<file path="src/hw/rtl/lbs_pkg.sv">
`timescale 1ns / 1ps

package lbs_pkg;

  localparam int JOINT_SLOTS_DEF = 64;
  localparam int MAT_WORDS       = 12;
  localparam int ONE_Q16         = 65536;

  // Shared divider: 64-bit dividend, 32-bit divisor, 64-bit quotient.
  localparam int DIV_NUM_W = 64;
  localparam int DIV_DEN_W = 32;

  // Shared square root: 64-bit radicand, 32-bit root.
  localparam int SQ_IN_W   = 64;
  localparam int SQ_ROOT_W = 32;

  typedef enum logic [4:0] {
    ST_IDLE,
    ST_CADDR,
    ST_CMUL,
    ST_CACC,
    ST_TMUL,
    ST_TACC,
    ST_WMUL,
    ST_WACC,
    ST_FIN0,
    ST_PPOS,
    ST_PDIV,
    ST_NPREP,
    ST_NSHIFT,
    ST_LMUL,
    ST_LACC,
    ST_SQ0,
    ST_SQW,
    ST_NDIV0,
    ST_NDIVW,
    ST_OUT
  } lbs_state_t;

endpackage

</file>
<file path="src/hw/rtl/lbs_div.sv">
`timescale 1ns / 1ps

module lbs_div (
  input  logic                            clk,
  input  logic                            rst_n,
  input  logic                            start,
  input  logic [lbs_pkg::DIV_NUM_W-1:0]   dividend,
  input  logic [lbs_pkg::DIV_DEN_W-1:0]   divisor,
  output logic                            done,
  output logic [lbs_pkg::DIV_NUM_W-1:0]   quotient
);

  localparam int CW = $clog2(lbs_pkg::DIV_NUM_W);

  logic                          busy_r;
  logic                          done_r;
  logic [CW-1:0]                 cnt_r;
  logic [lbs_pkg::DIV_DEN_W-1:0] rem_r;
  logic [lbs_pkg::DIV_NUM_W-1:0] quo_r;
  logic [lbs_pkg::DIV_DEN_W-1:0] den_r;
  logic [lbs_pkg::DIV_DEN_W:0]   rem_sh;
  logic                          take;

  // One restoring step per cycle, most significant dividend bit first.
  assign rem_sh = {rem_r, quo_r[lbs_pkg::DIV_NUM_W-1]};
  assign take   = rem_sh >= {1'b0, den_r};

  always_ff @(posedge clk) begin
    if (!rst_n) begin
      busy_r <= 1'b0;
      done_r <= 1'b0;
      cnt_r  <= '0;
    end else begin
      done_r <= 1'b0;
      if (start) begin
        busy_r <= 1'b1;
        cnt_r  <= '0;
      end else if (busy_r) begin
        cnt_r <= cnt_r + 1'b1;
        if (cnt_r == CW'(lbs_pkg::DIV_NUM_W - 1)) begin
          busy_r <= 1'b0;
          done_r <= 1'b1;
        end
      end
    end
  end

  always_ff @(posedge clk) begin
    if (start) begin
      rem_r <= '0;
      quo_r <= dividend;
      den_r <= divisor;
    end else if (busy_r) begin
      rem_r <= take ? lbs_pkg::DIV_DEN_W'(rem_sh - {1'b0, den_r})
                    : rem_sh[lbs_pkg::DIV_DEN_W-1:0];
      quo_r <= {quo_r[lbs_pkg::DIV_NUM_W-2:0], take};
    end
  end

  assign done     = done_r;
  assign quotient = quo_r;

endmodule

</file>
<file path="config.mk">
export PLATFORM = sky130hd
export DESIGN_NAME = lbs_div
export DESIGN_NICKNAME = d
export VERILOG_FILES = /design/src/hw/rtl/lbs_pkg.sv /design/src/hw/rtl/lbs_div.sv
export SDC_FILE = /design/constraint.sdc
export NUM_CORES = 1
export LEC_CHECK = 0
export ABC_AREA = 1
export BUFFER_PORTS_ARGS = -buffer_cell sky130_fd_sc_hd__buf_4
export CAP_MARGIN = 25
export CORE_MARGIN = 1
export CORE_UTILIZATION = 46
export DETAILED_ROUTE_END_ITERATION = 8
export PLACE_DENSITY_LB_ADDON = 0.12
export SYNTH_ARGS = -nofsm -noshare
export SYNTH_HDL_FRONTEND = slang
export SYNTH_SLANG_ARGS = --single-unit
</file>
<file path="constraint.sdc">
create_clock -name clk -period 8.5 [get_ports clk]
set_clock_uncertainty 0.1 [all_clocks]
set_input_delay 0.85 -clock clk [delete_from_list [all_inputs] [get_ports clk]]
set_output_delay 0.85 -clock clk [all_outputs]
set_load 0.01 [all_outputs]
</file>
# == Word-level counts from Yosys, hierarchy flattened ==
# Cells that the tools add are included.
# totals
rom_bits,0
reg_bits,136
output_inout_bits,65
wordCells,22
ram_bits,0
memories,0
latch_bits,0
in_bits,99
# op_classes
div_mod_pow,0
n_addsub,2
n_eq_ne,1
magnitude_cmp,1
reduce_logical,3
n_mul,0
n_mux,7
n_shift,0
bitwise,2
# op_table
operator,count
$mux 64,2
$ge 33x32->1,1
$mux 32,1
$sub 32x32->32,1
$add 6x1->6 const B,1
$eq 6x6->1 const B,1
$mux 1,4
$reduce_or 3->1,1
$not 1->1,2
$reduce_bool 2->1,1
$reduce_or 2->1,1

# == Logic depth before layout (Yosys ltp) ==
# depth
ltp_word,4
depth_mapped,16
depth_no_buf,16

# == Worst setup path after synthesis ==
# Ideal clock, no wire load.
# synth_path
path_kind,input to register
startpoint,input port start
endpoint,"register quo_r, in the netlist quotient[0], enable pin"
arrival_ns,2.948
path_slack_ns,4.997
path_stages,3
path_buffers,1
required_ns,7.946
setup_ns,0.454
path_cell_list,nor2_1 inv_1 clkbuf_1
# synth_via
elab_chain_len,1
# synth_lines
item,line,rtl
start: declaration,lbs_div.sv:6,"input logic start,"
$reduce_bool 2->1 (no line),--,
end signal: assignment,lbs_div.sv:51,quo_r <= dividend;
end signal: assignment,lbs_div.sv:56,"quo_r <= {quo_r[lbs_pkg::DIV_NUM_W-2:0], take};"
end: declaration,lbs_div.sv:19,logic [lbs_pkg::DIV_NUM_W-1:0] quo_r;
# Every way passes these cells.
# A chain may end at the register's enable or synchronous reset.

# == Worst setup path after layout ==
# layout_path
startpoint,register den_r[30] (netlist name)
endpoint,register rem_r[26] (netlist name)
# layout_via
elab_chain_len,2
# layout_lines
item,line,rtl
start: declaration,lbs_div.sv:20,logic [lbs_pkg::DIV_DEN_W-1:0] den_r;
start signal: assignment,lbs_div.sv:52,den_r <= divisor;
$ge 33x32->1,lbs_div.sv:26,"assign take = rem_sh >= {1'b0, den_r};"
$mux 32,lbs_div.sv:54,"rem_r <= take ? lbs_pkg::DIV_DEN_W'(rem_sh - {1'b0, den_r})"
end signal: assignment,lbs_div.sv:54,
end: declaration,lbs_div.sv:18,logic [lbs_pkg::DIV_DEN_W-1:0] rem_r;
# Every way passes these cells.

==> impl_results.md <==
* CP dominant cell by count: nand2_1
* Root Buffer: clkbuf_16
* GRT Residual Overflow at 0
* Static Leak at between 5 and 6 nW
* Initial antenna violation count at 0
* Mean Syn Cell Area at between 7 and 8 um^2
* Die Width at between 100 and 150 um
* Number of synthesis warnings at 0
* Routed Antenna Nets at 0
* Synth Cell Area at between 8000 and 9000 um^2
* # setup viols final at 0
* Drt drc at 0
* Slew HR at between 30% and 40%
* Most common cell after layout, fill and taps aside: nand2_1
* Switching power at around 0.00046 W
* Sink count of the clock tree at roughly 140
* Number of setup buffers added after CTS at 0
* Critical Path Sink Type: flop
* CTS Buffer Depth at 2
* Status: completed
* Die Ht at about 130 um
* Register share of total power at between 40% and 50%
* Nets at around 1,400
* Critical Path Fanout Max at 34
* Final GP Congestion at a little over 0.9
* H-tree levels at 4
* Most frequent cells in the layout: nand2_1, inv_1, buf_4
* Final hold viol count at 0
* Iter 0 DRT Violations at between 400 and 500
* Final period utilization at between 30 and 40%
* RSZ-0062 raised after global routing: false
* Clock Pin Slew Worst Setup and Hold Paths at about 0.06 ns
* CTS tree: done
* Via count at approximately 7,300
* Vias in the first global route at 6,908
* Cell Pwr Density at 172 nW/um^2
* Syn nets at approximately 1,200
* First-pass GRT wire length at ~35,000 um
* Worst setup SP type: flop
* CP Class: reg -> reg
* Crit path arrival time at between 3 and 4 ns
* Synth unique cells at 31
* Max-cap viol count at 0
* Area Growth Syn to Fin at 24.6%
* Standard-cell rows at 48
* Hold buffers post-CTS at 0
* Final instance area at 10,000 um^2
* Gate power share at ~14%
* Min-Delay Path Depth at 2
* Max rail drop VDD at between 0.1 and 0.15 mV
* Slowest CP cell: nor2_4
* Slew Viols, Final at 0
* Required time worst endpoint at 8.76 ns
* Total CTS buffers at 17
* Max Clock Freq at approximately 310 MHz
* Fin Setup TNS at 0 ns
* Pin count of the biggest net entering global routing at 84
* Filler cells at 1,674
* Drt wl/cell at 14.1 um
* Total internal power at around 0.0013 W
* Clock Power Share at 40.5%
* Period minus WS final at 3.19 ns
* Core area at ~17,000 um^2
* Cells after Synth at between 1,000 and 1,500
* DRT Pass-1 Iters at 6
* CP peak stage delay at 0.68 ns
* Tot GR Track Use at approximately 25%
* R2r setup slk at roughly 5.3 ns
* Antenna cells at 0
* Critical path, cell by cell: inv_1 > ha_1 > a21oi_1 > nor2_1 > nor3_1 > nand3_2 > nor2_4 > nand2_4 > nand2_1 > nand3_1 > nand2_1
* Initial core utilization at a little under half
* Slew at the pin closest to its max-slew limit at between 0.9 and 1 ns
* Layout cells sized above 1 at between 10% and 20%
* Switching Share at about a quarter
* Num ports at between 150 and 200
* Via density at just under 5
* Port bufs at approximately 160
* DP Wirelength at 15,500 um
* Core Util, Final at around three fifths
* Final wirelength at 21,100 um
* Skew-Pair Late Insertion Delay at 0.43 ns
* DIE AREA at 18,100 um^2
* Yosys reg bits at around 140
* CTS resizes at 0
* Reg2reg path depth at 11
* Sequential-to-total area share from yosys stat at approximately 46%
* Placed instance area at 9470 um^2
* Worst hold-check path type: reg -> reg
[worst max-delay path, delay by kind of cell (launching register included)]
family	cells	cell delay, ns
buffers and inverters	1	0.04
adders and majority gates	1	0.36
AOI/OAI and AO/OA	1	0.30
DFF	1	0.32
and+or+nand+nor	8	1.98
[path summary, 6_finish.rpt]
path / from / to
setup / recovery: den_r[30] / rem_r[26]
hold / removal: rem_r[23] / rem_r[23]
setup reg to reg: den_r[30] / rem_r[26]
hold reg to reg: rem_r[23] / rem_r[23]
[layout make-up]
type / instances / area [um^2] / area share [%]
Clock buffer: 18 / 429 / 4.27
Inverter: 174 / 654 / 6.51
Timing Repair Buffer: 169 / 1290 / 12.8
Sequential cell: 136 / 3680 / 36.7
Multi-Input combinational cell: 763 / 3590 / 35.7
Clock inverter: 13 / 123 / 1.22
Tap cell: 225 / 282 / 2.80
[kinds of logic after synthesis]
kind of cell             synth area share (%)
flip-flops                               45.7
AND/OR/NAND/NOR                          34.2
buffers and inverters                    9.90
adder cells (fa/ha/maj)                  5.37
XOR/XNOR                                 1.52
AO/OA/AOI/OAI                            3.32
[metal layers]
| layer | routed length, um | track usage (%) | up-vias |
|---|---|---|---|
| met2 | 9840 | 39.8 | 193 |
| met5 | 0 | 0 | - |
| met3 | 1620 | 7.71 | 15 |
| met4 | 161 | 6.18 | 0 |
| li1 | - | - | 3758 |
| met1 | 9460 | 32.1 | 3288 |
[power by group through the flow]
stage | registers, W | clock network, W | logic, W
6_report | 0.000791 | 0.000703 | 0.000240
3_3_place_gp | 0.000805 | 0 | 0.000237
3_5_place_dp | 0.000803 | 0 | 0.000240
4_1_cts | 0.000792 | 0.000717 | 0.000240
2_1_floorplan | 0.000815 | 0 | 0.000104
5_1_grt | 0.000796 | 0.000741 | 0.000266
[per-stage QoR]
step,hold WS (ns),std cells,setup WS [ns],total power (W)
global placement,0.359,1465,5.31,0.00104
CTS,0.372,1497,5.27,0.00175
global route,0.393,1498,5.04,0.00180
detailed placement,0.363,1466,5.32,0.00104
finish,0.373,1498,5.31,0.00173
floorplan,0.343,1102,5.00,0.000919
[registers in the layout, summed over array words and instances, names as in the netlist]
register,count
quotient,64
den_r,32
rem_r,32
cnt_r,6
busy_r,1
done,1
[cells in the mapped netlist (all sizes together)]
cell type / number / area share, %
o21ai: 22 / 1.4
nor4: 1 / 0.078
ha: 33 / 5.1
a31oi: 2 / 0.16
a21oi: 23 / 1.4
fa: 1 / 0.25
xor2: 1 / 0.11
edfxtp: 96 / 36
xnor2: 13 / 1.4
inv: 174 / 8.1
buf: 14 / 1.1
o21bai: 4 / 0.37
nor3: 7 / 0.43
clkbuf: 15 / 0.70
nor2: 54 / 2.8
nand3b: 20 / 1.9
nand4: 3 / 0.23
and2: 3 / 0.23
dfxtp: 40 / 9.9
nand3: 82 / 5.2
and3: 1 / 0.078
nand2: 493 / 23
Power figures use the tool's default switching activity.
