[config.mk]
export PLATFORM = sky130hd
export DESIGN_NAME = lbs_sqrt
export DESIGN_NICKNAME = d
export VERILOG_FILES = /design/src/hw/rtl/lbs_pkg.sv /design/src/hw/rtl/lbs_sqrt.sv
export SDC_FILE = /design/constraint.sdc
export NUM_CORES = 1
export LEC_CHECK = 0
export BUFFER_PORTS_ARGS = -buffer_cell sky130_fd_sc_hd__buf_2
export CORE_ASPECT_RATIO = 0.9
export CORE_MARGIN = 2
export CORE_UTILIZATION = 45
export DETAILED_ROUTE_END_ITERATION = 8
export PLACE_DENSITY = 0.74
export SYNTH_ARGS = -nofsm -noshare
export SYNTH_HDL_FRONTEND = slang
export SYNTH_SLANG_ARGS = --single-unit
[constraint.sdc]
create_clock -name clk -period 8.4 [get_ports clk]
set_input_delay 1.68 -clock clk [delete_from_list [all_inputs] [get_ports clk]]
set_output_delay 1.68 -clock clk [all_outputs]
set_load 0.01 [all_outputs]
[src/hw/rtl/lbs_pkg.sv]
`timescale 1ns / 1ps

package lbs_pkg;

  localparam int JOINT_SLOTS_DEF = 64;
  localparam int MAT_WORDS       = 12;
  localparam int ONE_Q16         = 65536;

  // Shared divider: 64-bit dividend, 32-bit divisor, 64-bit quotient.
  localparam int DIV_NUM_W = 64;
  localparam int DIV_DEN_W = 32;

  // Shared square root: 64-bit radicand, 32-bit root.
  localparam int SQ_IN_W   = 64;
  localparam int SQ_ROOT_W = 32;

  typedef enum logic [4:0] {
    ST_IDLE,
    ST_CADDR,
    ST_CMUL,
    ST_CACC,
    ST_TMUL,
    ST_TACC,
    ST_WMUL,
    ST_WACC,
    ST_FIN0,
    ST_PPOS,
    ST_PDIV,
    ST_NPREP,
    ST_NSHIFT,
    ST_LMUL,
    ST_LACC,
    ST_SQ0,
    ST_SQW,
    ST_NDIV0,
    ST_NDIVW,
    ST_OUT
  } lbs_state_t;

endpackage

[src/hw/rtl/lbs_sqrt.sv]
`timescale 1ns / 1ps

module lbs_sqrt (
  input  logic                          clk,
  input  logic                          rst_n,
  input  logic                          start,
  input  logic [lbs_pkg::SQ_IN_W-1:0]   radicand,
  output logic                          done,
  output logic [lbs_pkg::SQ_ROOT_W-1:0] root
);

  localparam int CW = $clog2(lbs_pkg::SQ_ROOT_W);

  logic                        busy_r;
  logic                        done_r;
  logic [CW-1:0]               cnt_r;
  logic [lbs_pkg::SQ_IN_W-1:0] x_r;
  logic [lbs_pkg::SQ_IN_W-1:0] r_r;
  logic [lbs_pkg::SQ_IN_W-1:0] bit_r;
  logic [lbs_pkg::SQ_IN_W-1:0] trial;

  // Digit-by-digit floor square root, one result bit per cycle.
  assign trial = r_r + bit_r;

  always_ff @(posedge clk) begin
    if (!rst_n) begin
      busy_r <= 1'b0;
      done_r <= 1'b0;
      cnt_r  <= '0;
    end else begin
      done_r <= 1'b0;
      if (start) begin
        busy_r <= 1'b1;
        cnt_r  <= '0;
      end else if (busy_r) begin
        cnt_r <= cnt_r + 1'b1;
        if (cnt_r == CW'(lbs_pkg::SQ_ROOT_W - 1)) begin
          busy_r <= 1'b0;
          done_r <= 1'b1;
        end
      end
    end
  end

  always_ff @(posedge clk) begin
    if (start) begin
      x_r   <= radicand;
      r_r   <= '0;
      bit_r <= {2'b01, {(lbs_pkg::SQ_IN_W-2){1'b0}}};
    end else if (busy_r) begin
      if (x_r >= trial) begin
        x_r <= x_r - trial;
        r_r <= (r_r >> 1) + bit_r;
      end else begin
        r_r <= r_r >> 1;
      end
      bit_r <= bit_r >> 2;
    end
  end

  assign done = done_r;
  assign root = r_r[lbs_pkg::SQ_ROOT_W-1:0];

endmodule
# Yosys cells after proc, flatten, opt, wreduce, memory -nomap -nowiden
# Cells that the tools add are included.
[op_classes]
add_sub_neg = 4
multipliers = 0
div_mod_pow = 0
magnitude_cmp = 1
eq_ne = 1
shifts = 0
muxes = 8
bitwise_logic = 2
n_reduce_logical = 5
[ops]
columns = ["cell", "count"]
rows = [
  ["two-way mux 64 bit", 4],
  ["adder 63 x 63 -> 64 bit", 1],
  ["adder 64 x 63 -> 64 bit", 1],
  [">= comparator 64 bit", 1],
  ["subtractor 64 bit", 1],
  ["adder 5 x 1 -> 5 bit (second input constant)", 1],
  ["== test 5 bit (second input constant)", 1],
  ["two-way mux 1 bit", 4],
  ["nonzero test 2 bit", 2],
  ["OR reduction 3 bit", 1],
  ["inverter 1 bit", 2],
  ["AND reduction 2 bit", 1],
  ["OR reduction 2 bit", 1],
]
[totals]
reg_bits = 167
latch_bits = 0
ramBits = 0
rom_bits = 0
input_bits = 67
output_inout_bits = 33
n_memories = 0

# Logic depth before layout (Yosys ltp)
# Gate-level depths: netlist of the first run.
[depth]
word_depth = 5
depth_mapped = 26
ltp_nobuf = 23

# Worst setup path after synthesis of the first run
# No wires, ideal clock.
[synth_path]
path_kind = "reg2reg"
start = "reg r_r[2] (netlist bit)"
end = "reg x_r[0] (netlist bit) (enable)"
setup_time_ps = 690
arrival_ps = 5539
slack_ps = 2171
stages_incl_launch_ff = 22
n_path_buf = 1
path_cell_list = "dfxtp_1 -> ha_1 -> a31o_2 -> a31oi_4 -> o21ai_2 -> a311oi_2 -> o31ai_2 -> a311o_1 -> nand2_1 -> and4bb_1 -> o41ai_2 -> xor2_1 -> ha_1 -> a21o_1 -> a21o_1 -> a21oi_1 -> o21ai_0 -> a221oi_2 -> nand2_1 -> buf_2 -> nand2_1 -> nand2_1"
[synth_via]
elab_chain_cells = 4
[synth_lines]
columns = ["item", "line", "source"]
rows = [
  ["start, declared", "lbs_sqrt.sv:18", "logic [lbs_pkg::SQ_IN_W-1:0] r_r;"],
  ["start signal, assigned", "lbs_sqrt.sv:53", "r_r <= (r_r >> 1) + bit_r;"],
  ["start signal, assigned", "lbs_sqrt.sv:55", "r_r <= r_r >> 1;"],
  ["adder 64 x 63 -> 64 bit", "lbs_sqrt.sv:23", "assign trial = r_r + bit_r;"],
  [">= comparator 64 bit", "lbs_sqrt.sv:51", "if (x_r >= trial) begin"],
  ["nonzero test 2 bit (no line)", "--", ""],
  ["AND reduction 2 bit (no line)", "--", ""],
  ["end signal, assigned", "lbs_sqrt.sv:47", "x_r <= radicand;"],
  ["end signal, assigned", "lbs_sqrt.sv:52", "x_r <= x_r - trial;"],
  ["end, declared", "lbs_sqrt.sv:17", "logic [lbs_pkg::SQ_IN_W-1:0] x_r;"],
]
# No other way between the ends.
# A chain may end at the register's enable or synchronous reset.

# Worst setup path after layout of the first run
[layout_path]
start = "reg r_r[0] (netlist bit)"
end = "reg r_r[21] (netlist bit)"
[layout_via]
elab_chain_cells = 3
[layout_lines]
columns = ["item", "line"]
rows = [
  ["adder 64 x 63 -> 64 bit", "lbs_sqrt.sv:23"],
  [">= comparator 64 bit", "lbs_sqrt.sv:51"],
  ["two-way mux 64 bit", "lbs_sqrt.sv:51"],
]
# No other way between the ends.

==> reports/metrics.cfg, run 1 <==
[outcome]
status = completed

[timing]
post-route-min-period_ns = 6.80
rsz0062_at_grt = false
setup_violations = 0
slew_violations = 0
final.period_utilization_pct = 80.9
tightestPinTransition_ns = 0.971
finalSetupTns_ns = 0
worst_slack_ns = 1.60
whs_ns = 0.527
max_freq_mhz = 147
fin_skew_ns = 0.0125
finalHoldViolCount = 0
relSlewSlack_pct = 35.3

[pwr]
powerDensity_nw_per_um2 = 260
irDropWorstVdd_v = 0.000146
p_leak_nw = 6.52

[setup_path]
regToRegSetupSlack_ns = 1.60
critical_path_buf_inv_count = 2
crit_required_ns = 8.77
critPathMostFrequentCell = o21ai_0
arrival_ns = 7.16
cp_slowest_stage_delay_ns = 0.83
critPathLaunch = r_r[0]
cpLargestDelayFamily = compound AO/OA/AOI/OAI gates
setup.worst_path.class = flip-flop to flip-flop
r2r_start = r_r[0]
cp_slowest_cell = and2_2
cp-start-kind = flip-flop
critPathCaptureType = flip-flop
crit_fanout = 57

[finish]
fin_cells = 2485
drive_above_1_share_pct = 9.82
nets = 2203
multi_input_area_um2 = 11000
design_area_um2 = 16900
fillers = 3410
area_growth_pct = 6.77
ff_latch_area_um2 = 3990
diodes = 0

[yosys]
synth_top_family_by_area = compound AO/OA/AOI/OAI gates
synthMuxAreaShare_pct = 3.28
syn_area_per_cell_um2 = 7.84
async_flop_share_pct = 0
synth-simple-area-share_pct = 18.8
synth_xor_area_share_pct = 8.24
syn_nets = 2221
synth_edf_count = 64
synth_ff_type = dfxtp_1
synth_cell_types = 86
ys_warn_count = 0
netlist_instances = 2021
synth_compound_area_share_pct = 28.7
seq_area_frac_synth_pct = 25.2
syn_area_um2 = 15800
synthAdderAreaFrac_pct = 10.6
synth_seq_cells = 167

[global_routing]
grt_max_degree = 102
top_usage_layer = met2
grt_pass1_wl_um = 76300
grt_pass1_vias = 14500
gr-usage-met2_pct = 39.3
met3_usage_pct = 5.28
antenna_found_initial = 0
use_met1_pct = 35.6
grt-ovfl-total = 0
grt.total_usage_pct = 25.6

[min_path]
worstHoldStart = cnt_r[4]
hp-class = flip-flop to flip-flop

[placed_design]
port_buffers = 99
place_congestion = 0.949
place_area_um2 = 16300
dp_hpwl_um = 35300
place_inst = 2453
place_ws_ns = 1.75

[clock_network]
cts_hold_repair.buffers = 0
cts-root-buf = clkbuf_16
clock_latency_ns = 0.47
ctsHtreeMaxLevel = 4
post_cts_resized = 0
cts_tree = yes
clkSinkCount = 167
cts_setup_buffers = 0
clk_pin_slew_worst_paths_ns = 0.07
clk_path_buf_depth = 2
numCtsBuffers = 17

[route]
drtIter0Drc = 1469
viasPerCell = 6.20
avgRoutedWirePerCell_um = 19.0
drtPass1Iterations = 6
vias = 15400
drc_errors = 0
route.antenna.remaining_nets = 0
drt-total-wl_um = 47100

[job]
maxCapViolCount = 0

[floorplan]
start_util_pct = 45.4
die_h_um = 182
num_io_pins = 100
die-area_um2 = 36700
core_area_um2 = 34900
rows = 65
fp.dieW_um = 202

## layout make-up
cell class                 count  area share (%)
clock buffer                  19            2.81
tap                          469            3.47
multi-input combinational   1674            65.2
sequential                   167            23.6
clock inverter                13           0.673
inverter                      35           0.777
timing repair buffer         108            3.44
## state kept, by name (all words and copies together) (netlist names)
signal  cells
bit_r      32
done        1
busy_r      1
x_r        64
r_r        64
cnt_r       5
## placed cells by master (no fill, tap or decap), types with 8 or more instances in the layout
| cell type | n |
|---|---|
| o21ai_0 | 156 |
| dfxtp_1 | 102 |
| and4_1 | 9 |
| clkbuf_16 | 19 |
| a21oi_1 | 135 |
| buf_2 | 98 |
| o21a_1 | 16 |
| nor3_1 | 19 |
| nand3_1 | 30 |
| edfxtp_1 | 64 |
| xnor2_1 | 83 |
| a21boi_0 | 14 |
| nand4_1 | 37 |
| a31oi_1 | 63 |
| a21o_1 | 55 |
| xor2_1 | 66 |
| a311oi_1 | 36 |
| nor2_1 | 206 |
| and2_1 | 17 |
| a31o_2 | 21 |
| ha_1 | 132 |
| inv_1 | 34 |
| nor2b_1 | 18 |
| nand2b_1 | 9 |
| o21bai_1 | 38 |
| mux2i_1 | 44 |
| o211ai_1 | 8 |
| or3_1 | 25 |
| buf_4 | 8 |
| and3_1 | 17 |
| a211oi_1 | 26 |
| o31ai_1 | 17 |
| nand2_1 | 253 |
## worst register-to-register path, stage by stage, from the launching register on
cell,delay [ns]
dfxtp_1,0.34
ha_1,0.22
ha_1,0.22
a21o_1,0.21
a31oi_1,0.18
o21ai_0,0.17
a21boi_0,0.37
o21ai_0,0.37
a41o_1,0.40
a2bb2oi_1,0.38
nor2_1,0.09
o21ai_0,0.21
xor2_1,0.26
ha_1,0.38
nand2_1,0.14
o21bai_1,0.10
a21oi_1,0.15
nor2_1,0.05
nor2_1,0.09
o21ai_0,0.16
a221oi_2,0.28
buf_4,0.28
and2_2,0.84
buf_4,0.39
o21ai_0,0.13
a311oi_1,0.29
## cells by family (layout without fill, tap and decap cells)
family,count (synthesis),after routing
muxes,51,51
and+or+nand+nor,662,662
adders and majority gates,133,133
AOI/OAI and AO/OA,679,679
xor gates and xnor gates,149,149
DFF,167,167
buffers and inverters,180,175
## power by group
part           internal, mW  switching (mW)
clock network         0.445           0.380
registers              1.06           0.155
logic                 0.914            1.44
## through the flow
step                      power (mW)  utilization [%]
after floorplan                 2.99                -
after global placement          3.48             46.8
after detailed placement        3.52             46.8
after CTS                       4.36             48.5
after global routing            4.70             48.5
final                           4.40             48.5
## final timing paths
path,depth (start not counted),endpoint
worst max-delay path,25,r_r[21]
worst min-delay path,2,cnt_r[4]
worst min register to register,2,cnt_r[4]
worst max register to register,25,r_r[21]
## synthesized netlist by cell type (all sizes together), types with 3 or more instances
cell type	count	area, um^2
a211o	4	35.0
a211oi	26	195
a21boi	15	113
a21o	55	413
a21oi	141	728
a221o	3	30.0
a221oi	6	58.8
a2bb2oi	4	35.0
a311oi	38	345
a31o	21	184
a31oi	65	428
a32oi	3	26.3
a41oi	7	61.3
and2	19	119
and3	17	106
and4	9	78.8
buf	52	343
clkbuf	93	350
dfxtp	103	2060
edfxtp	64	1920
ha	132	1650
inv	34	128
mux2	7	78.8
mux2i	44	440
nand2	254	953
nand2b	9	56.3
nand3	30	150
nand4	37	231
nor2	206	773
nor2b	18	113
nor3	20	105
nor4	6	43.8
o211ai	9	72.6
o21a	16	120
o21ai	165	833
o21bai	39	304
o22ai	3	18.8
o31a	5	43.8
o31ai	21	186
o32ai	7	61.3
o41ai	6	60.1
or2	3	18.8
or3	25	156
xnor2	83	727
xor2	66	578
## per-layer routing
| metal | vias up | routed length (um) |
|---|---|---|
| met2 | 655 | 20700 |
| met1 | 7235 | 21400 |
| met5 | - | 0 |
| met3 | 83 | 3870 |
| li1 | 7434 | - |
| met4 | 0 | 1260 |
Power figures use the tool's default switching activity.
==> run 2: changes to the inputs <==
==> constraint.sdc (replaced) <==
create_clock -name clk -period 7.06 [get_ports clk]
set_input_delay 1.412 -clock clk [delete_from_list [all_inputs] [get_ports clk]]
set_output_delay 1.412 -clock clk [all_outputs]
set_load 0.01 [all_outputs]
==> run 2 against run 1 <==
The run now ends with DRC left; sequential power is 20% higher; routed wire length decreased by 1.4%; fmax increased by 3.7%; register-to-register slack worse by 1.1 ns; highest routed layer unchanged.
==> reports/metrics.cfg, run 2 (synthesis gave the netlist of run 1 again) <==
[global_routing]
top_usage_layer = met2  ; unchanged
grt_pass1_vias = 14500  ; about the same
grt_pass1_wl_um = 75100  ; was 76300 um
use_met1_pct = 35.3  ; was 35.6%
antenna_found_initial = 1  ; was 0
grt.total_usage_pct = 25.2  ; was 25.6%
grt-ovfl-total = 0  ; unchanged
gr-usage-met2_pct = 39.7  ; was 39.3%
grt_max_degree = 77  ; was 102
met3_usage_pct = 4.52  ; was 5.28%

[clock_network]
ctsHtreeMaxLevel = 4  ; unchanged
cts-root-buf = clkbuf_16  ; unchanged
clk_pin_slew_worst_paths_ns = 0.07  ; about the same
post_cts_resized = 0  ; unchanged
cts_hold_repair.buffers = 0  ; unchanged
cts_tree = yes  ; unchanged
clkSinkCount = 167  ; unchanged
numCtsBuffers = 17  ; unchanged
clk_path_buf_depth = 2  ; unchanged
cts_setup_buffers = 0  ; unchanged
clock_latency_ns = 0.47  ; about the same

[finish]
utilization_pct = 48.4  ; was 48.5%
mostFrequentLayoutCells = nand2_1 (253), nor2_1 (206), o21ai_0 (156), a21oi_1 (135), ha_1 (132)  ; unchanged
nets = 2206  ; was 2203
reg_top3 = r_r: 64 flops, x_r: 64 flops, bit_r: 32 flops  ; unchanged
drive_above_1_share_pct = 9.96  ; was 9.82%
final_common_cell = nand2_1  ; unchanged
diodes = 0  ; unchanged
area_growth_pct = 6.72  ; was 6.77%

[setup_path]
critPathLaunch = bit_r[0]  ; was r_r[0]
regToRegSetupSlack_ns = 0.51  ; was 1.60 ns
crit_fanout = 36  ; was 57
critPathCaptureType = flip-flop  ; unchanged
setup.worst_path.class = flip-flop to flip-flop  ; unchanged
r2r_cells = 21  ; was 25
crit_required_ns = 7.42  ; was 8.77 ns
arrival_ns = 6.91  ; was 7.16 ns
r2r_start = bit_r[0]  ; was r_r[0]
cp-start-kind = flip-flop  ; unchanged
r2r-end = r_r[47]  ; was r_r[21]

[outcome]
violations = DRC
status = finished, violations left  ; was completed

[placed_design]
port_buffers = 99  ; unchanged
dp_hpwl_um = 35500  ; was 35300 um
place_congestion = 0.971  ; was 0.949

[timing]
relSlewSlack_pct = 33.7  ; was 35.3%
max_freq_mhz = 153  ; was 147 MHz
slew_violations = 0  ; unchanged
setup_violations = 0  ; unchanged
tightestPinTransition_ns = 0.992  ; was 0.971 ns
finalSetupTns_ns = 0  ; unchanged
final.period_utilization_pct = 92.8  ; was 80.9%
finalHoldViolCount = 0  ; unchanged
post-route-min-period_ns = 6.55  ; was 6.80 ns
rsz0062_at_grt = false  ; unchanged
fin_skew_ns = 0.0119  ; was 0.0125 ns

[floorplan]
start_util_pct = 45.4  ; unchanged
die_h_um = 182  ; unchanged
core_area_um2 = 34900  ; unchanged
num_io_pins = 100  ; unchanged
fp.dieW_um = 202  ; unchanged
die-area_um2 = 36700  ; unchanged
rows = 65  ; unchanged

[pwr]
p_leak_nw = 6.52  ; about the same
irDropWorstVdd_v = 0.000196  ; was 0.000146 V
powerDensity_nw_per_um2 = 308  ; was 260 nW/um^2

[min_path]
hp-class = flip-flop to flip-flop  ; unchanged
whs_endpoint = cnt_r[4]  ; unchanged
holdPathStages = 2  ; unchanged
worstHoldStart = cnt_r[4]  ; unchanged

[route]
avgRoutedWirePerCell_um = 18.7  ; was 19.0 um
drc_errors = 1  ; was 0
viasPerCell = 6.11  ; was 6.20
vias = 15200  ; was 15.4k
drt-total-wl_um = 46500  ; was 47100 um
route.antenna.remaining_nets = 0  ; unchanged
drtPass1Iterations = 9  ; was 6
drtIter0Drc = 1443  ; was 1469

[job]
maxCapViolCount = 0  ; unchanged

## run 2: cell count changes in the layout (fill, tap and decap cells not counted)
| cell | change |
|---|---|
| clkbuf_16 | -1 |
| clkinv_1 | -1 |
| clkbuf_1 | +1 |
| buf_12 | -1 |
| inv_4 | +1 |
| buf_4 | +4 |
## run 2: how the worst max path moves through the flow
| stage | endpoint | slack (ns) | cells past startpoint |
|---|---|---|---|
| 6_report | r_r[47] | 0.51 | 21 |
| 5_1_grt | r_r[55] | 0.03 | 21 |
| 4_1_cts | r_r[47] | 0.60 | 21 |
| 3_5_place_dp | r_r[47] | 0.63 | 21 |
| 3_3_place_gp | r_r[23] | 0.83 | 21 |
| 2_1_floorplan | x_r[0] | 0.83 | 21 |
## run 2: cell type report
| type | count | area [um^2] |
|---|---|---|
| fill | 3403 | 18000 |
| multi-input combinational | 1674 | 11000 |
| sequential | 167 | 3990 |
| timing repair buffer | 111 | 592 |
| tap | 469 | 587 |
| clock buffer | 19 | 454 |
| inverter | 35 | 131 |
| clock inverter | 13 | 116 |
## run 2: critical path, stage by stage, from the launching register on
cell and delay, ns:
dfxtp_1 0.36, ha_1 0.19, ha_1 0.19, a21o_1 0.17
a31o_2 0.18, a31oi_1 0.11, o21ai_1 0.31, a31oi_1 0.24
a21oi_1 0.36, o21ai_1 0.15, a211oi_1 0.56, mux2i_1 0.15
a211o_1 0.31, ha_1 0.41, nand4_1 0.25, or3_1 0.47
nor3_2 0.27, o211ai_2 0.46, and2_2 0.37, buf_4 0.23
or3_1 0.37, a311oi_1 0.32
## run 2: metal layers
metal,wire length (um),up-vias
li1,-,7442
met1,21700,7126
met2,20500,546
met3,3460,77
met4,857,0
met5,0,-
## run 2: stage by stage
step	setup WS [ns]	std cells	hold slack [ns]	cell area [um^2]	total power [mW]
2_1_floorplan	0.831	2021	0.467	15800	3.56
3_3_place_gp	0.833	2456	0.484	16300	4.16
3_5_place_dp	0.633	2456	0.508	16300	4.21
4_1_cts	0.596	2488	0.526	16900	5.17
5_1_grt	0.0347	2488	0.540	16900	5.57
6_report	0.506	2488	0.519	16900	5.21
## run 2: report_power, final
group	total (mW)	switching [mW]	internal [mW]
Combinational	2.82	1.72	1.09
Sequential	1.45	0.186	1.26
Clock	0.947	0.438	0.509
==> run 3: changes to the inputs <==
--- a/config.mk
+++ b/config.mk
@@ -9,6 +9,7 @@
 export CORE_ASPECT_RATIO = 0.9
 export CORE_MARGIN = 2
 export CORE_UTILIZATION = 45
+export CTS_BUF_LIST = sky130_fd_sc_hd__clkbuf_8
 export DETAILED_ROUTE_END_ITERATION = 8
 export PLACE_DENSITY = 0.74
 export SYNTH_ARGS = -nofsm -noshare
==> run 3 against run 2 <==
The run now ends clean; first-iteration DRC count fell by 5.0%; global-route usage shrank 0.092 points; clock skew is 0.011 ns higher; fmax fell by 0.26%; cell area down 1.1%; count of clock-buffer cells in the layout is 2 lower; worst setup slack got worse by 0.017 ns; core utilization fell by 0.53 points; total power decreased by 4.3%; critical path depth is the same; sequential cell count unchanged; hold slack improved by 0.011 ns.
==> reports/metrics.cfg, run 3 (synthesis gave the netlist of run 1 again) <==
[timing]
post-route-min-period_ns = 6.57  ; was 6.55 ns
finalHoldViolCount = 0  ; unchanged
rsz0062_at_grt = false  ; unchanged
setup_violations = 0  ; unchanged
finalSetupTns_ns = 0  ; unchanged
max_freq_mhz = 152  ; was 153 MHz
tightestPinTransition_ns = 0.980  ; was 0.992 ns
slew_violations = 0  ; unchanged
fin_skew_ns = 0.0234  ; was 0.0119 ns
final.period_utilization_pct = 93.1  ; was 92.8%
relSlewSlack_pct = 34.5  ; was 33.7%

[clock_network]
clock_latency_ns = 0.52  ; was 0.47 ns
cts_tree = yes  ; unchanged
cts-root-buf = clkbuf_8  ; was clkbuf_16
clk_pin_slew_worst_paths_ns = 0.11  ; was 0.07 ns
numCtsBuffers = 17  ; unchanged
post_cts_resized = 0  ; unchanged
ctsHtreeMaxLevel = 4  ; unchanged
cts_setup_buffers = 0  ; unchanged
cts_hold_repair.buffers = 0  ; unchanged
clk_path_buf_depth = 2  ; unchanged
clkSinkCount = 167  ; unchanged

[route]
avgRoutedWirePerCell_um = 18.6  ; was 18.7 um
route.antenna.remaining_nets = 0  ; unchanged
drtIter0Drc = 1371  ; was 1443
drtPass1Iterations = 6  ; was 9
drc_errors = 0  ; was 1
vias = 15200  ; about the same
viasPerCell = 6.09  ; was 6.11
drt-total-wl_um = 46300  ; was 46500 um

[pwr]
pwr-share-comb_pct = 56.6  ; was 54.1%
p_sw_share_pct = 46.5  ; was 45.1%
powerDensity_nw_per_um2 = 298  ; was 308 nW/um^2
seq_power_share_pct = 29.0  ; was 27.8%
p_leak_nw = 6.44  ; was 6.52 nW
internal_power_mw = 2.67  ; was 2.86 mW
irDropWorstVdd_v = 0.000156  ; was 0.000196 V
clkPwrFrac_pct = 14.5  ; was 18.2%
net-switching-power_mw = 2.32  ; was 2.35 mW

[floorplan]
num_io_pins = 100  ; unchanged
rows = 65  ; unchanged
fp.dieW_um = 202  ; unchanged
die_h_um = 182  ; unchanged
core_area_um2 = 34900  ; unchanged
start_util_pct = 45.4  ; unchanged
die-area_um2 = 36700  ; unchanged

[global_routing]
grt.total_usage_pct = 25.1  ; was 25.2%
antenna_found_initial = 0  ; was 1
grt_max_degree = 77  ; unchanged
grt-ovfl-total = 0  ; unchanged
grt_pass1_vias = 14400  ; was 14.5k
grt_pass1_wl_um = 75000  ; was 75100 um

[setup_path]
cp-start-kind = flip-flop  ; unchanged
cpLargestDelayFamily = compound AO/OA/AOI/OAI gates  ; unchanged
r2r_cells = 21  ; unchanged
crit_required_ns = 7.46  ; was 7.42 ns
critical_path_buf_inv_count = 1  ; unchanged
cp_slowest_cell = or3_1  ; was a211oi_1
setup.worst_path.class = flip-flop to flip-flop  ; unchanged
cp.depth = 21  ; unchanged
critical_path.cell_chain = ha_1 > ha_1 > a21o_1 > a31oi_1 > o21ai_0 > a21boi_0 > o21ai_0 > a41o_1 > a2bb2oi_1 > nor2_1 > o21ai_0 > xor2_1 > ha_1 > nand4_1 > or3_1 > nor3_2 > o211ai_2 > and2_2 > buf_4 > or3_1 > a311oi_1  ; was ha_1 > ha_1 > a21o_1 > a31o_2 > a31oi_1 > o21ai_1 > a31oi_1 > a21oi_1 > o21ai_1 > a211oi_1 > mux2i_1 > a211o_1 > ha_1 > nand4_1 > or3_1 > nor3_2 > o211ai_2 > and2_2 > buf_4 > or3_1 > a311oi_1
cp_slowest_stage_delay_ns = 0.46  ; was 0.56 ns
critPathCaptureType = flip-flop  ; unchanged
crit_fanout = 36  ; unchanged
arrival_ns = 6.98  ; was 6.91 ns

[finish]
area_growth_pct = 5.54  ; was 6.72%
mostFrequentLayoutCells = nand2_1 (253), nor2_1 (206), o21ai_0 (156), a21oi_1 (135), ha_1 (132)  ; unchanged
fin_cells = 2488  ; unchanged
final_common_cell = nand2_1  ; unchanged
diodes = 0  ; unchanged
reg_top3 = r_r: 64 flops, x_r: 64 flops, bit_r: 32 flops  ; unchanged
drive_above_1_share_pct = 9.96  ; unchanged
nets = 2206  ; unchanged

[placed_design]
place_congestion = 0.971  ; unchanged
dp_hpwl_um = 35500  ; unchanged
port_buffers = 99  ; unchanged
place_inst = 2456  ; unchanged

[min_path]
hp-class = flip-flop to flip-flop  ; unchanged
holdPathStages = 2  ; unchanged

[job]
maxCapViolCount = 0  ; unchanged

[outcome]
status = completed  ; was finished, violations left

run 3: metal layers:
metal / vias up / routed length (um) / track usage [%]
met2: 486 / 20400 / 39.6
met1: 7166 / 21900 / 35.4
met4: 0 / 796 / 6.21
met3: 61 / 3160 / 4.59
met5: - / 0 / 0
li1: 7451 / - / -
run 3: power by group through the flow:
stage                     combinational, mW  clock (mW)  sequential [mW]
after floorplan                        2.20           0             1.36
after global placement                 2.71           0             1.46
after detailed placement               2.75           0             1.45
after CTS                              2.77       0.736             1.44
after global routing                   3.10       0.775             1.47
final                                  2.82       0.722             1.44
run 3: cell type report:
type                       instances  area (um^2)
fill                            3430        18200
multi-input combinational       1674        11000
sequential                       167         3990
timing repair buffer             111          592
tap                              469          587
clock buffer                      17          234
clock inverter                    15          150
inverter                          35          131
run 3: worst min-delay path: cells and delay by family (launching register included):
kind,cells,cell delay (ns)
xor+xnor,1,0.07
simple gates,1,0.07
flops,1,0.36
run 3: worst paths after layout:
kind / startpoint / to / slack, ns
max reg2reg: r_r[0] / r_r[47] / 0.49
min reg2reg: cnt_r[3] / cnt_r[3] / 0.53
max: r_r[0] / r_r[47] / 0.49
min: cnt_r[3] / cnt_r[3] / 0.53
run 3: through the flow:
stage	cell area (um^2)	util (%)	hold slack (ns)	power [mW]	setup WS, ns
2_1_floorplan	15800	-	0.467	3.56	0.831
3_3_place_gp	16300	46.8	0.484	4.16	0.833
3_5_place_dp	16300	46.8	0.508	4.21	0.633
4_1_cts	16700	47.9	0.531	4.94	0.583
5_1_grt	16700	47.9	0.547	5.34	0.0185
6_report	16700	47.9	0.531	4.99	0.488
